<file path="src/ptcf_pkg.sv">
`timescale 1ns / 1ps
// Shared types, constants and saturation helpers for the PID turn controller.
// Used by the register file, controller, datapath and top level.
package ptcf_pkg;

    localparam int POS_W  = 24;   // tracked, target, travel, error
    localparam int SUM_W  = 40;   // integral accumulator
    localparam int PROD_W = 42;   // shared 17x25 multiplier product
    localparam int ACC_W  = 58;   // PID sum before the Q8.8 floor
    localparam int ENC_W  = 21;
    localparam int DRV_W  = 7;

    localparam logic signed [POS_W:0] TRACK_STEP = 25'sd90;

    // Register indexes (word address paddr[4:2])
    localparam logic [2:0] REG_KP    = 3'd0;
    localparam logic [2:0] REG_KI    = 3'd1;
    localparam logic [2:0] REG_KD    = 3'd2;
    localparam logic [2:0] REG_FRAC  = 3'd3;
    localparam logic [2:0] REG_STEP  = 3'd4;
    localparam logic [2:0] REG_MIN   = 3'd5;
    localparam logic [2:0] REG_MAX   = 3'd6;
    localparam logic [2:0] REG_CREEP = 3'd7;

    typedef enum logic [1:0] {
        PH_IDLE  = 2'd0,
        PH_RUN   = 2'd1,
        PH_CREEP = 2'd2,
        PH_DONE  = 2'd3
    } t_phase;

    typedef enum logic [3:0] {
        OP_NONE,
        OP_TGT,     // new target and tracked position
        OP_TRV,     // travel distance, clear integral terms
        OP_ERR,     // error against the target
        OP_RHS,     // fraction * travel, error delta
        OP_INTEG,   // integral gate and update, kp * err
        OP_KP,      // latch kp term, ki * sum high part
        OP_KIH,     // add ki high term, ki * sum low part
        OP_KIL,     // add ki low term, kd * delta
        OP_KD,      // add kd term
        OP_CLAMP,   // floor and clamp the drive
        OP_CREEP    // creep test against tracked position
    } t_op;

    typedef struct packed {
        logic signed [15:0] kp;
        logic signed [15:0] ki;
        logic signed [15:0] kd;
        logic        [10:0] frac;
        logic signed [12:0] step;
        logic        [6:0]  drv_min;
        logic        [6:0]  drv_max;
        logic        [6:0]  creep;
    } t_cfg;

    typedef struct packed {
        logic load;   // capture an input beat
        logic emit;   // move the result into the output register
        t_op  op;
    } t_cmd;

    typedef struct packed {
        t_phase phase;
        logic   err_neg;
        logic   out_free;
    } t_sts;

    function automatic logic signed [POS_W-1:0] sat24(input logic signed [POS_W:0] x);
        logic signed [POS_W-1:0] r;
        if (x[POS_W] != x[POS_W-1])
            r = x[POS_W] ? {1'b1, {(POS_W-1){1'b0}}} : {1'b0, {(POS_W-1){1'b1}}};
        else
            r = x[POS_W-1:0];
        return r;
    endfunction

    function automatic logic signed [SUM_W-1:0] sat40(input logic signed [SUM_W:0] x);
        logic signed [SUM_W-1:0] r;
        if (x[SUM_W] != x[SUM_W-1])
            r = x[SUM_W] ? {1'b1, {(SUM_W-1){1'b0}}} : {1'b0, {(SUM_W-1){1'b1}}};
        else
            r = x[SUM_W-1:0];
        return r;
    endfunction

endpackage

</file>
<file path="src/ptcf_cfg_regs.sv">
`timescale 1ns / 1ps
// APB-style register file for the PID turn controller gains and limits.
// Depends on ptcf_pkg.
module ptcf_cfg_regs (
    input  logic           i_clk,
    input  logic           i_rst_n,
    input  logic           psel,
    input  logic           penable,
    input  logic           pwrite,
    input  logic [4:0]     paddr,
    input  logic [31:0]    pwdata,
    output logic [31:0]    prdata,
    output logic           pready,
    output ptcf_pkg::t_cfg o_cfg
);
    import ptcf_pkg::*;

    t_cfg r_cfg;
    logic wr_en;

    assign pready = 1'b1;
    assign wr_en  = psel && penable && pwrite;
    assign o_cfg  = r_cfg;

    always_ff @(posedge i_clk) begin
        if (!i_rst_n) begin
            r_cfg.kp      <= 16'sd256;
            r_cfg.ki      <= 16'sd0;
            r_cfg.kd      <= 16'sd0;
            r_cfg.frac    <= 11'd512;
            r_cfg.step    <= 13'sd90;
            r_cfg.drv_min <= 7'd3;
            r_cfg.drv_max <= 7'd100;
            r_cfg.creep   <= 7'd3;
        end else if (wr_en) begin
            case (paddr[4:2])
                REG_KP:    r_cfg.kp      <= pwdata[15:0];
                REG_KI:    r_cfg.ki      <= pwdata[15:0];
                REG_KD:    r_cfg.kd      <= pwdata[15:0];
                REG_FRAC:  r_cfg.frac    <= pwdata[10:0];
                REG_STEP:  r_cfg.step    <= pwdata[12:0];
                REG_MIN:   r_cfg.drv_min <= pwdata[6:0];
                REG_MAX:   r_cfg.drv_max <= pwdata[6:0];
                REG_CREEP: r_cfg.creep   <= pwdata[6:0];
                default:   ;
            endcase
        end
    end

    always_comb begin
        case (paddr[4:2])
            REG_KP:    prdata = {16'd0, r_cfg.kp};
            REG_KI:    prdata = {16'd0, r_cfg.ki};
            REG_KD:    prdata = {16'd0, r_cfg.kd};
            REG_FRAC:  prdata = {21'd0, r_cfg.frac};
            REG_STEP:  prdata = {19'd0, r_cfg.step};
            REG_MIN:   prdata = {25'd0, r_cfg.drv_min};
            REG_MAX:   prdata = {25'd0, r_cfg.drv_max};
            REG_CREEP: prdata = {25'd0, r_cfg.creep};
            default:   prdata = 32'd0;
        endcase
    end

endmodule

</file>
<file path="src/ptcf_ctrl.sv">
`timescale 1ns / 1ps
// Sequencer for the PID turn controller: steps the datapath through one beat.
// Depends on ptcf_pkg.
module ptcf_ctrl (
    input  logic           i_clk,
    input  logic           i_rst_n,
    input  logic           i_in_valid,
    input  logic           i_req_type,
    input  ptcf_pkg::t_sts i_sts,
    output logic           o_in_stall,
    output ptcf_pkg::t_cmd o_cmd
);
    import ptcf_pkg::*;

    typedef enum logic [12:0] {
        S_IDLE  = 13'b0000000000001,
        S_TGT   = 13'b0000000000010,
        S_TRV   = 13'b0000000000100,
        S_ERR   = 13'b0000000001000,
        S_RHS   = 13'b0000000010000,
        S_INTEG = 13'b0000000100000,
        S_KP    = 13'b0000001000000,
        S_KIH   = 13'b0000010000000,
        S_KIL   = 13'b0000100000000,
        S_KD    = 13'b0001000000000,
        S_CLAMP = 13'b0010000000000,
        S_CREEP = 13'b0100000000000,
        S_EMIT  = 13'b1000000000000
    } t_state;

    t_state r_state, n_state;

    assign o_in_stall = (r_state != S_IDLE);

    always_comb begin
        n_state    = r_state;
        o_cmd.load = 1'b0;
        o_cmd.emit = 1'b0;
        o_cmd.op   = OP_NONE;
        case (r_state)
            S_IDLE: begin
                if (i_in_valid) begin
                    o_cmd.load = 1'b1;
                    if (!i_req_type)
                        n_state = S_TGT;
                    else if (i_sts.phase == PH_RUN)
                        n_state = S_ERR;
                    else if (i_sts.phase == PH_CREEP)
                        n_state = S_CREEP;
                    else
                        n_state = S_EMIT;
                end
            end
            S_TGT: begin
                o_cmd.op = OP_TGT;
                n_state  = S_TRV;
            end
            S_TRV: begin
                o_cmd.op = OP_TRV;
                n_state  = S_EMIT;
            end
            S_ERR: begin
                o_cmd.op = OP_ERR;
                n_state  = S_RHS;
            end
            S_RHS: begin
                o_cmd.op = OP_RHS;
                n_state  = S_INTEG;
            end
            S_INTEG: begin
                o_cmd.op = OP_INTEG;
                n_state  = i_sts.err_neg ? S_CREEP : S_KP;
            end
            S_KP: begin
                o_cmd.op = OP_KP;
                n_state  = S_KIH;
            end
            S_KIH: begin
                o_cmd.op = OP_KIH;
                n_state  = S_KIL;
            end
            S_KIL: begin
                o_cmd.op = OP_KIL;
                n_state  = S_KD;
            end
            S_KD: begin
                o_cmd.op = OP_KD;
                n_state  = S_CLAMP;
            end
            S_CLAMP: begin
                o_cmd.op = OP_CLAMP;
                n_state  = S_EMIT;
            end
            S_CREEP: begin
                o_cmd.op = OP_CREEP;
                n_state  = S_EMIT;
            end
            S_EMIT: begin
                if (i_sts.out_free) begin
                    o_cmd.emit = 1'b1;
                    n_state    = S_IDLE;
                end
            end
            default: n_state = S_IDLE;
        endcase
    end

    always_ff @(posedge i_clk) begin
        if (!i_rst_n) begin
            r_state <= S_IDLE;
        end else begin
            r_state <= n_state;
        end
    end

endmodule

</file>
<file path="src/ptcf_dp.sv">
`timescale 1ns / 1ps
// Datapath for the PID turn controller: position state, shared multiplier,
// PID accumulator and output register. Depends on ptcf_pkg.
module ptcf_dp (
    input  logic                 i_clk,
    input  logic                 i_rst_n,
    input  ptcf_pkg::t_cmd       i_cmd,
    input  ptcf_pkg::t_cfg       i_cfg,
    input  logic                 i_req_type,
    input  logic signed [20:0]   i_encoder_position,
    input  logic                 i_out_stall,
    output ptcf_pkg::t_sts       o_sts,
    output logic                 o_out_valid,
    output logic [6:0]           o_drive,
    output logic                 o_done_res
);
    import ptcf_pkg::*;

    // architectural state
    logic signed [POS_W-1:0] r_tracked, r_target, r_travel, r_prev;
    logic signed [SUM_W-1:0] r_esum;
    t_phase                  r_phase;

    // per-beat working registers
    logic signed [ENC_W-1:0]  r_enc;
    logic signed [POS_W-1:0]  r_err;
    logic signed [POS_W:0]    r_delta;
    logic signed [PROD_W-1:0] r_prod;
    logic signed [ACC_W-1:0]  r_acc;
    logic [DRV_W-1:0]         r_res_drive;
    logic                     r_res_done;
    logic                     r_out_valid;
    logic [DRV_W-1:0]         r_out_drive;
    logic                     r_out_done;

    logic signed [16:0]       mul_a;
    logic signed [POS_W:0]    mul_b;
    logic signed [POS_W-1:0]  enc_ext;
    logic signed [POS_W-1:0]  err_now;
    logic signed [PROD_W-1:0] lhs;
    logic                     acc_en;
    logic signed [ACC_W-1:0]  prod_ext;
    logic signed [49:0]       floor_d;
    logic signed [49:0]       lo_d;
    logic [DRV_W-1:0]         clamp_d;
    logic                     out_free;

    assign enc_ext  = {{(POS_W-ENC_W){r_enc[ENC_W-1]}}, r_enc};
    assign err_now  = sat24({r_target[POS_W-1], r_target} - {enc_ext[POS_W-1], enc_ext});
    assign lhs      = {{(PROD_W-ENC_W-10){r_enc[ENC_W-1]}}, r_enc, 10'd0};
    assign acc_en   = r_travel[POS_W-1] ? (lhs < r_prod) : (lhs > r_prod);
    assign prod_ext = {{(ACC_W-PROD_W){r_prod[PROD_W-1]}}, r_prod};
    assign floor_d  = r_acc[ACC_W-1:8];
    assign out_free = !r_out_valid || !i_out_stall;

    // raise to the minimum first, then cap, so the maximum wins
    always_comb begin
        lo_d = (floor_d < $signed({43'd0, i_cfg.drv_min})) ? $signed({43'd0, i_cfg.drv_min})
                                                            : floor_d;
        clamp_d = (lo_d > $signed({43'd0, i_cfg.drv_max})) ? i_cfg.drv_max : lo_d[DRV_W-1:0];
    end

    // shared multiplier operand select
    always_comb begin
        case (i_cmd.op)
            OP_RHS: begin
                mul_a = {6'd0, i_cfg.frac};
                mul_b = {r_travel[POS_W-1], r_travel};
            end
            OP_INTEG: begin
                mul_a = {i_cfg.kp[15], i_cfg.kp};
                mul_b = {r_err[POS_W-1], r_err};
            end
            OP_KP: begin
                mul_a = {i_cfg.ki[15], i_cfg.ki};
                mul_b = {{9{r_esum[SUM_W-1]}}, r_esum[SUM_W-1:POS_W]};
            end
            OP_KIH: begin
                mul_a = {i_cfg.ki[15], i_cfg.ki};
                mul_b = {1'b0, r_esum[POS_W-1:0]};
            end
            OP_KIL: begin
                mul_a = {i_cfg.kd[15], i_cfg.kd};
                mul_b = r_delta;
            end
            default: begin
                mul_a = 17'sd0;
                mul_b = 25'sd0;
            end
        endcase
    end

    always_ff @(posedge i_clk) begin
        r_prod <= mul_a * mul_b;
    end

    // working registers, no reset needed
    always_ff @(posedge i_clk) begin
        if (i_cmd.load) begin
            r_enc       <= i_encoder_position;
            r_res_drive <= '0;
            r_res_done  <= i_req_type && (r_phase == PH_DONE);
        end
        case (i_cmd.op)
            OP_ERR:   r_err   <= err_now;
            OP_RHS:   r_delta <= {r_err[POS_W-1], r_err} - {r_prev[POS_W-1], r_prev};
            OP_KP:    r_acc   <= prod_ext;
            OP_KIH:   r_acc   <= r_acc + {r_prod[ACC_W-POS_W-1:0], {POS_W{1'b0}}};
            OP_KIL:   r_acc   <= r_acc + prod_ext;
            OP_KD:    r_acc   <= r_acc + prod_ext;
            OP_CLAMP: r_res_drive <= clamp_d;
            OP_CREEP: begin
                if (enc_ext < r_tracked) begin
                    r_res_drive <= i_cfg.creep;
                end else begin
                    r_res_drive <= '0;
                    r_res_done  <= 1'b1;
                end
            end
            default: ;
        endcase
        if (i_cmd.emit) begin
            r_out_drive <= r_res_drive;
            r_out_done  <= r_res_done;
        end
    end

    // architectural state
    always_ff @(posedge i_clk) begin
        if (!i_rst_n) begin
            r_tracked   <= '0;
            r_target    <= '0;
            r_travel    <= '0;
            r_prev      <= '0;
            r_esum      <= '0;
            r_phase     <= PH_IDLE;
            r_out_valid <= 1'b0;
        end else begin
            case (i_cmd.op)
                OP_TGT: begin
                    r_target <= sat24({r_tracked[POS_W-1], r_tracked}
                                      + {{(POS_W-12){i_cfg.step[12]}}, i_cfg.step});
                    if (!i_cfg.step[12] && i_cfg.step != 13'sd0)
                        r_tracked <= sat24({r_tracked[POS_W-1], r_tracked} + TRACK_STEP);
                    else if (i_cfg.step[12])
                        r_tracked <= sat24({r_tracked[POS_W-1], r_tracked} - TRACK_STEP);
                end
                OP_TRV: begin
                    r_travel <= err_now;
                    r_esum   <= '0;
                    r_prev   <= '0;
                    r_phase  <= PH_RUN;
                end
                OP_INTEG: begin
                    if (acc_en)
                        r_esum <= sat40({r_esum[SUM_W-1], r_esum}
                                        + {{(SUM_W-POS_W+1){r_err[POS_W-1]}}, r_err});
                end
                OP_CLAMP: r_prev <= r_err;
                OP_CREEP: r_phase <= (enc_ext < r_tracked) ? PH_CREEP : PH_DONE;
                default: ;
            endcase
            if (i_cmd.emit)
                r_out_valid <= 1'b1;
            else if (!i_out_stall)
                r_out_valid <= 1'b0;
        end
    end

    assign o_sts.phase    = r_phase;
    assign o_sts.err_neg  = r_err[POS_W-1];
    assign o_sts.out_free = out_free;
    assign o_out_valid    = r_out_valid;
    assign o_drive        = r_out_drive;
    assign o_done_res     = r_out_done;

endmodule

</file>
<file path="src/pid_turn_with_creep_finish.sv">
`timescale 1ns / 1ps
// PID position controller for one motor with a creep finish.
// Top level: register file, sequencer and datapath. Depends on ptcf_pkg.
//
// Usage:
//   Input channel (i_in_valid / o_in_stall) carries one beat per request:
//   i_req_type 0 starts a move from the tracked position, 1 is a control
//   tick with the current i_encoder_position. Every beat yields exactly one
//   result beat on the output channel (o_out_valid / i_out_stall) with the
//   motor drive and the done flag.
//   One beat is in flight at a time; o_in_stall is high while it is worked.
//   A start runs the target and travel steps. A run-phase tick runs the error,
//   integral, kp, ki and kd steps and the clamp, using the shared 17x25 multiplier
//   five times; if its error turns negative it leaves after the integral step for
//   the creep test. A creep tick runs the creep test alone. The next beat is taken
//   the cycle after the result is loaded.
//   The result sits in an output register; while i_out_stall is high it is
//   held and a finished next result waits in the sequencer.
//   The user writes registers over the APB port only while the block is idle; the block does not enforce it.
//   Reset (i_rst_n low, synchronous) restores register defaults, clears the
//   tracked position, target, travel and integral terms, and returns to idle.
module pid_turn_with_creep_finish (
    input  logic               i_clk,
    input  logic               i_rst_n,
    // configuration
    input  logic               psel,
    input  logic               penable,
    input  logic               pwrite,
    input  logic [4:0]         paddr,
    input  logic [31:0]        pwdata,
    output logic [31:0]        prdata,
    output logic               pready,
    // request beats
    input  logic               i_in_valid,
    output logic               o_in_stall,
    input  logic               i_req_type,
    input  logic signed [20:0] i_encoder_position,
    // result beats
    output logic               o_out_valid,
    input  logic               i_out_stall,
    output logic [6:0]         o_drive,
    output logic               o_done_res
);
    import ptcf_pkg::*;

    t_cfg cfg;
    t_cmd cmd;
    t_sts sts;

    ptcf_cfg_regs u_cfg (
        .i_clk   (i_clk),
        .i_rst_n (i_rst_n),
        .psel    (psel),
        .penable (penable),
        .pwrite  (pwrite),
        .paddr   (paddr),
        .pwdata  (pwdata),
        .prdata  (prdata),
        .pready  (pready),
        .o_cfg   (cfg)
    );

    // sequencer: one beat at a time, commands the datapath step by step
    ptcf_ctrl u_ctrl (
        .i_clk      (i_clk),
        .i_rst_n    (i_rst_n),
        .i_in_valid (i_in_valid),
        .i_req_type (i_req_type),
        .i_sts      (sts),
        .o_in_stall (o_in_stall),
        .o_cmd      (cmd)
    );

    // datapath: holds position state, runs the PID sum, drives the output beat
    ptcf_dp u_dp (
        .i_clk              (i_clk),
        .i_rst_n            (i_rst_n),
        .i_cmd              (cmd),
        .i_cfg              (cfg),
        .i_req_type         (i_req_type),
        .i_encoder_position (i_encoder_position),
        .i_out_stall        (i_out_stall),
        .o_sts              (sts),
        .o_out_valid        (o_out_valid),
        .o_drive            (o_drive),
        .o_done_res         (o_done_res)
    );

endmodule

</file>
<file path="config.mk">
export PLATFORM = sky130hd
export DESIGN_NAME = pid_turn_with_creep_finish
export DESIGN_NICKNAME = d
export VERILOG_FILES = /design/src/ptcf_pkg.sv /design/src/ptcf_cfg_regs.sv /design/src/ptcf_ctrl.sv /design/src/ptcf_dp.sv /design/src/pid_turn_with_creep_finish.sv
export SDC_FILE = /design/constraint.sdc
export NUM_CORES = 2
export LEC_CHECK = 0
export ABC_AREA = 1
export BUFFER_PORTS_ARGS = -buffer_cell sky130_fd_sc_hd__buf_2
export CAP_MARGIN = 20
export CORE_MARGIN = 2
export CORE_UTILIZATION = 40
export CTS_BUF_LIST = sky130_fd_sc_hd__clkbuf_8
export DETAILED_ROUTE_END_ITERATION = 8
export SETUP_SLACK_MARGIN = 0.05
export SLEW_MARGIN = 5
export SYNTH_ARGS = -nofsm -noshare
export SYNTH_HDL_FRONTEND = slang
export SYNTH_SLANG_ARGS = --single-unit
</file>
<file path="constraint.sdc">
create_clock -name i_clk -period 21.7 [get_ports i_clk]
set_clock_uncertainty 0.2 [all_clocks]
set_input_delay 4.34 -clock i_clk [delete_from_list [all_inputs] [get_ports i_clk]]
set_output_delay 4.34 -clock i_clk [all_outputs]
set_load 0.02 [all_outputs]
</file>
==> run metrics <==
outcome=complete, no violations; Synth Flop Type=dfxtp_1; IO buf count=73; switching share of total power=29.8%; largest cells by area after synthesis=fa_1 17%, dfxtp_1 12%, nand2_1 11%; Internal=1.39 mW; Tightest Pin Transition=1250 ps; Vias=46,982; num rows=128; Critical Path Start Type=primary input; Nets=7,875; pwr/cell area=37.4 mW/mm^2; GR Overflow Total=0; DIE AREA=0.126 sq mm; first-pass GRT wire length=273 mm; Crit. End Element=output port; hold path depth=2; die width=355 microns; Worst R2R Start=u_ctrl.r_state[12]; achievable frequency=0.0937 GHz; CTS root buffer=clkbuf_8; hold path start=u_dp.r_prev[16]; Max stage delay on crit path=810 ps; Post-synth EDFFs=143; # setup viols final=0; Initial DRC Count=4,147; antenna violations before repair=8; vias in the first global route=45,472; wire per inst=20.7 microns; Core Region=0.122 sq mm; Top Ports=109; Detailed Place HPWL=144 mm; synthesized instance count=6,970; TNS Setup=0 ps; RSZ-0062 raised after global routing=false; Post-DRT Antenna Nets=0; data arrival time of the worst path=6130 ps; most frequent cells in the layout=1,484 x nand2_1, 1,241 x inv_1, 863 x nor2_1; largest net degree at the start of global routing=116; reg2reg end=u_dp.r_prod[39]; P&R area growth vs syn=7.55%; hold_buf cts=0; Mapped Area=0.0494 sq mm; yosys warns=0; TritonCTS Buffers=84; post-synth top area share=17.2%; DP Cell Count=8,547; switching pwr=593 uW; crit path kind=primary input to output port; asr flop ratio synth=0%; share of cells above drive strength 1=5.51%; CP required=17,160 ps; Tmin final=10,670 ps; Mean Syn Cell Area=7.08 sq um; CTS sink count=431; CTS resizes=0; Worst IR Drop VDD=46.8 uV; fill cell count=12,834; register area share after synthesis=20.4%; Relative slew margins=17.0%; Hold Vio Cnt, Final=0; drt first pass iters=6; Worst Hold End=u_dp.r_prev[16]; post-synth cell types=69; Total Routing Usage GR=28.2%; worst reg2reg path depth=29; Max Cap Violations=0; TritonCTS clock tree=yes; commonest non-fill, non-tap cell in the layout=nand2_1; Cell Count, Final, Fillers Out=8,703; gp weighted congestion=1.00; CP dominant cell by count=buf_2; part of the power in registers=44.1%; clock power share=44.8%; die span in y=355 microns; Hold WC Path Type=flip-flop to flip-flop; Initial Util=40.4%; Tcrit/Tclk final=49.2%; Worst Path Max Fanout=8; Slew Viols, Final=0; Clock transition at path regs=50 ps; H-tree depth=3; area leader, netlist=fa_1; Slowest cell on crit path=nor3_1; Synth Register Bits=431; combinational fraction of design power=11.1%; Pleak=26.5 nW; Clock Latency Late Sink=810 ps; Register-to-Register Setup Slack=12,100 ps; DRT Wirelength=180 mm; DRC=0; vias per inst=5.40; Clock Path Buffers=3; Setup Fix Bufs, Post-CTS=0; crit-path cells=buf_2, inv_1, nor3_1, a221oi_1, o2111ai_1, buf_2
[cell families after synthesis]
group,Yosys count,synth area share [%]
xor gates and xnor gates,175,3.11
and+or+nand+nor,2948,24.6
buffers and inverters,1438,11.5
AOI/OAI and AO/OA,1175,13.7
adders and majority gates,801,26.7
other,2,0.0152
DFF,431,20.4
[stage by stage]
| step | instance area, sq um | worst slack (ps) | utilization, % | total power [mW] | hold WS [ps] |
|---|---|---|---|---|---|
| 2_1_floorplan | 49400 | 11810 | - | 1.03 | 200 |
| 3_3_place_gp | 51300 | 11080 | 42.0 | 1.11 | 249 |
| 3_5_place_dp | 51300 | 11080 | 42.0 | 1.11 | 252 |
| 4_1_cts | 53100 | 11090 | 43.5 | 2.00 | 261 |
| 5_1_grt | 53100 | 10920 | 43.5 | 2.06 | 273 |
| 6_report | 53100 | 11030 | 43.5 | 1.99 | 260 |
[worst max-delay path: cells and delay by family]
family / cells / cell delay (ps)
AO/OA/AOI/OAI: 2 / 480
buffers and inverters: 3 / 500
AND/OR/NAND/NOR: 1 / 810
[synth_stat cells, drive strengths merged, types with 101 or more instances]
master  number
xor2       101
edfxtp     143
inv       1241
ha         378
a21oi      508
dfxtp      288
buf        120
nand2     1502
fa         423
o21ai      375
nor2       895
nand3      366
[how the worst max path moves through the flow]
stage	startpoint	endpoint	cells after the start
after global routing	paddr[4]	prdata[6]	6
after global placement	paddr[4]	prdata[6]	6
after floorplan	paddr[2]	prdata[4]	6
after detailed placement	paddr[4]	prdata[6]	6
after CTS	paddr[4]	prdata[6]	6
final	paddr[4]	prdata[6]	6
[state kept, by name (all words and copies together) (netlist names)]
register and flops:
u_dp.r_prod 42, u_dp.r_prev 24, u_dp.r_res_done 1, u_dp.r_tracked 24
u_dp.r_phase 2, u_dp.o_out_valid 1, u_cfg.o_cfg 93, u_ctrl.r_state 13
u_dp.r_delta 25, u_dp.r_esum 40, u_dp.r_enc 21, u_dp.o_drive 7
u_dp.o_done_res 1, u_dp.r_acc 58, u_dp.r_target 24, u_dp.r_err 24
u_dp.r_res_drive 7, u_dp.r_travel 24
[final cells by class]
cell class | instances | area, sq um | share of cell area [%]
flip-flops and latches | 431 | 10100 | 19.0
inverters | 1247 | 4680 | 8.82
diodes | 3 | 7.51 | 0.0141
well taps | 1625 | 2030 | 3.83
clock buffers | 101 | 1390 | 2.62
multi-input cells | 5116 | 33700 | 63.5
repair buffers | 128 | 781 | 1.47
clock inverters | 52 | 398 | 0.750
[layer usage]
metal  wire [microns]  global-route usage (%)  vias up
li1                 -                       -    22327
met1            78600                    38.9    22466
met3            14500                    4.30      360
met2            79700                    44.9     1829
met4             7140                    9.98        0
met5                0                       0        -
[power groups by stage]
stage | clock (mW) | combinational (mW) | sequential, mW
after floorplan | 0 | 0.150 | 0.877
final | 0.890 | 0.220 | 0.876
after CTS | 0.904 | 0.219 | 0.875
after global placement | 0 | 0.215 | 0.892
after detailed placement | 0 | 0.218 | 0.891
after global routing | 0.937 | 0.245 | 0.876
No activity file was read; power rests on OpenSTA's default activity.
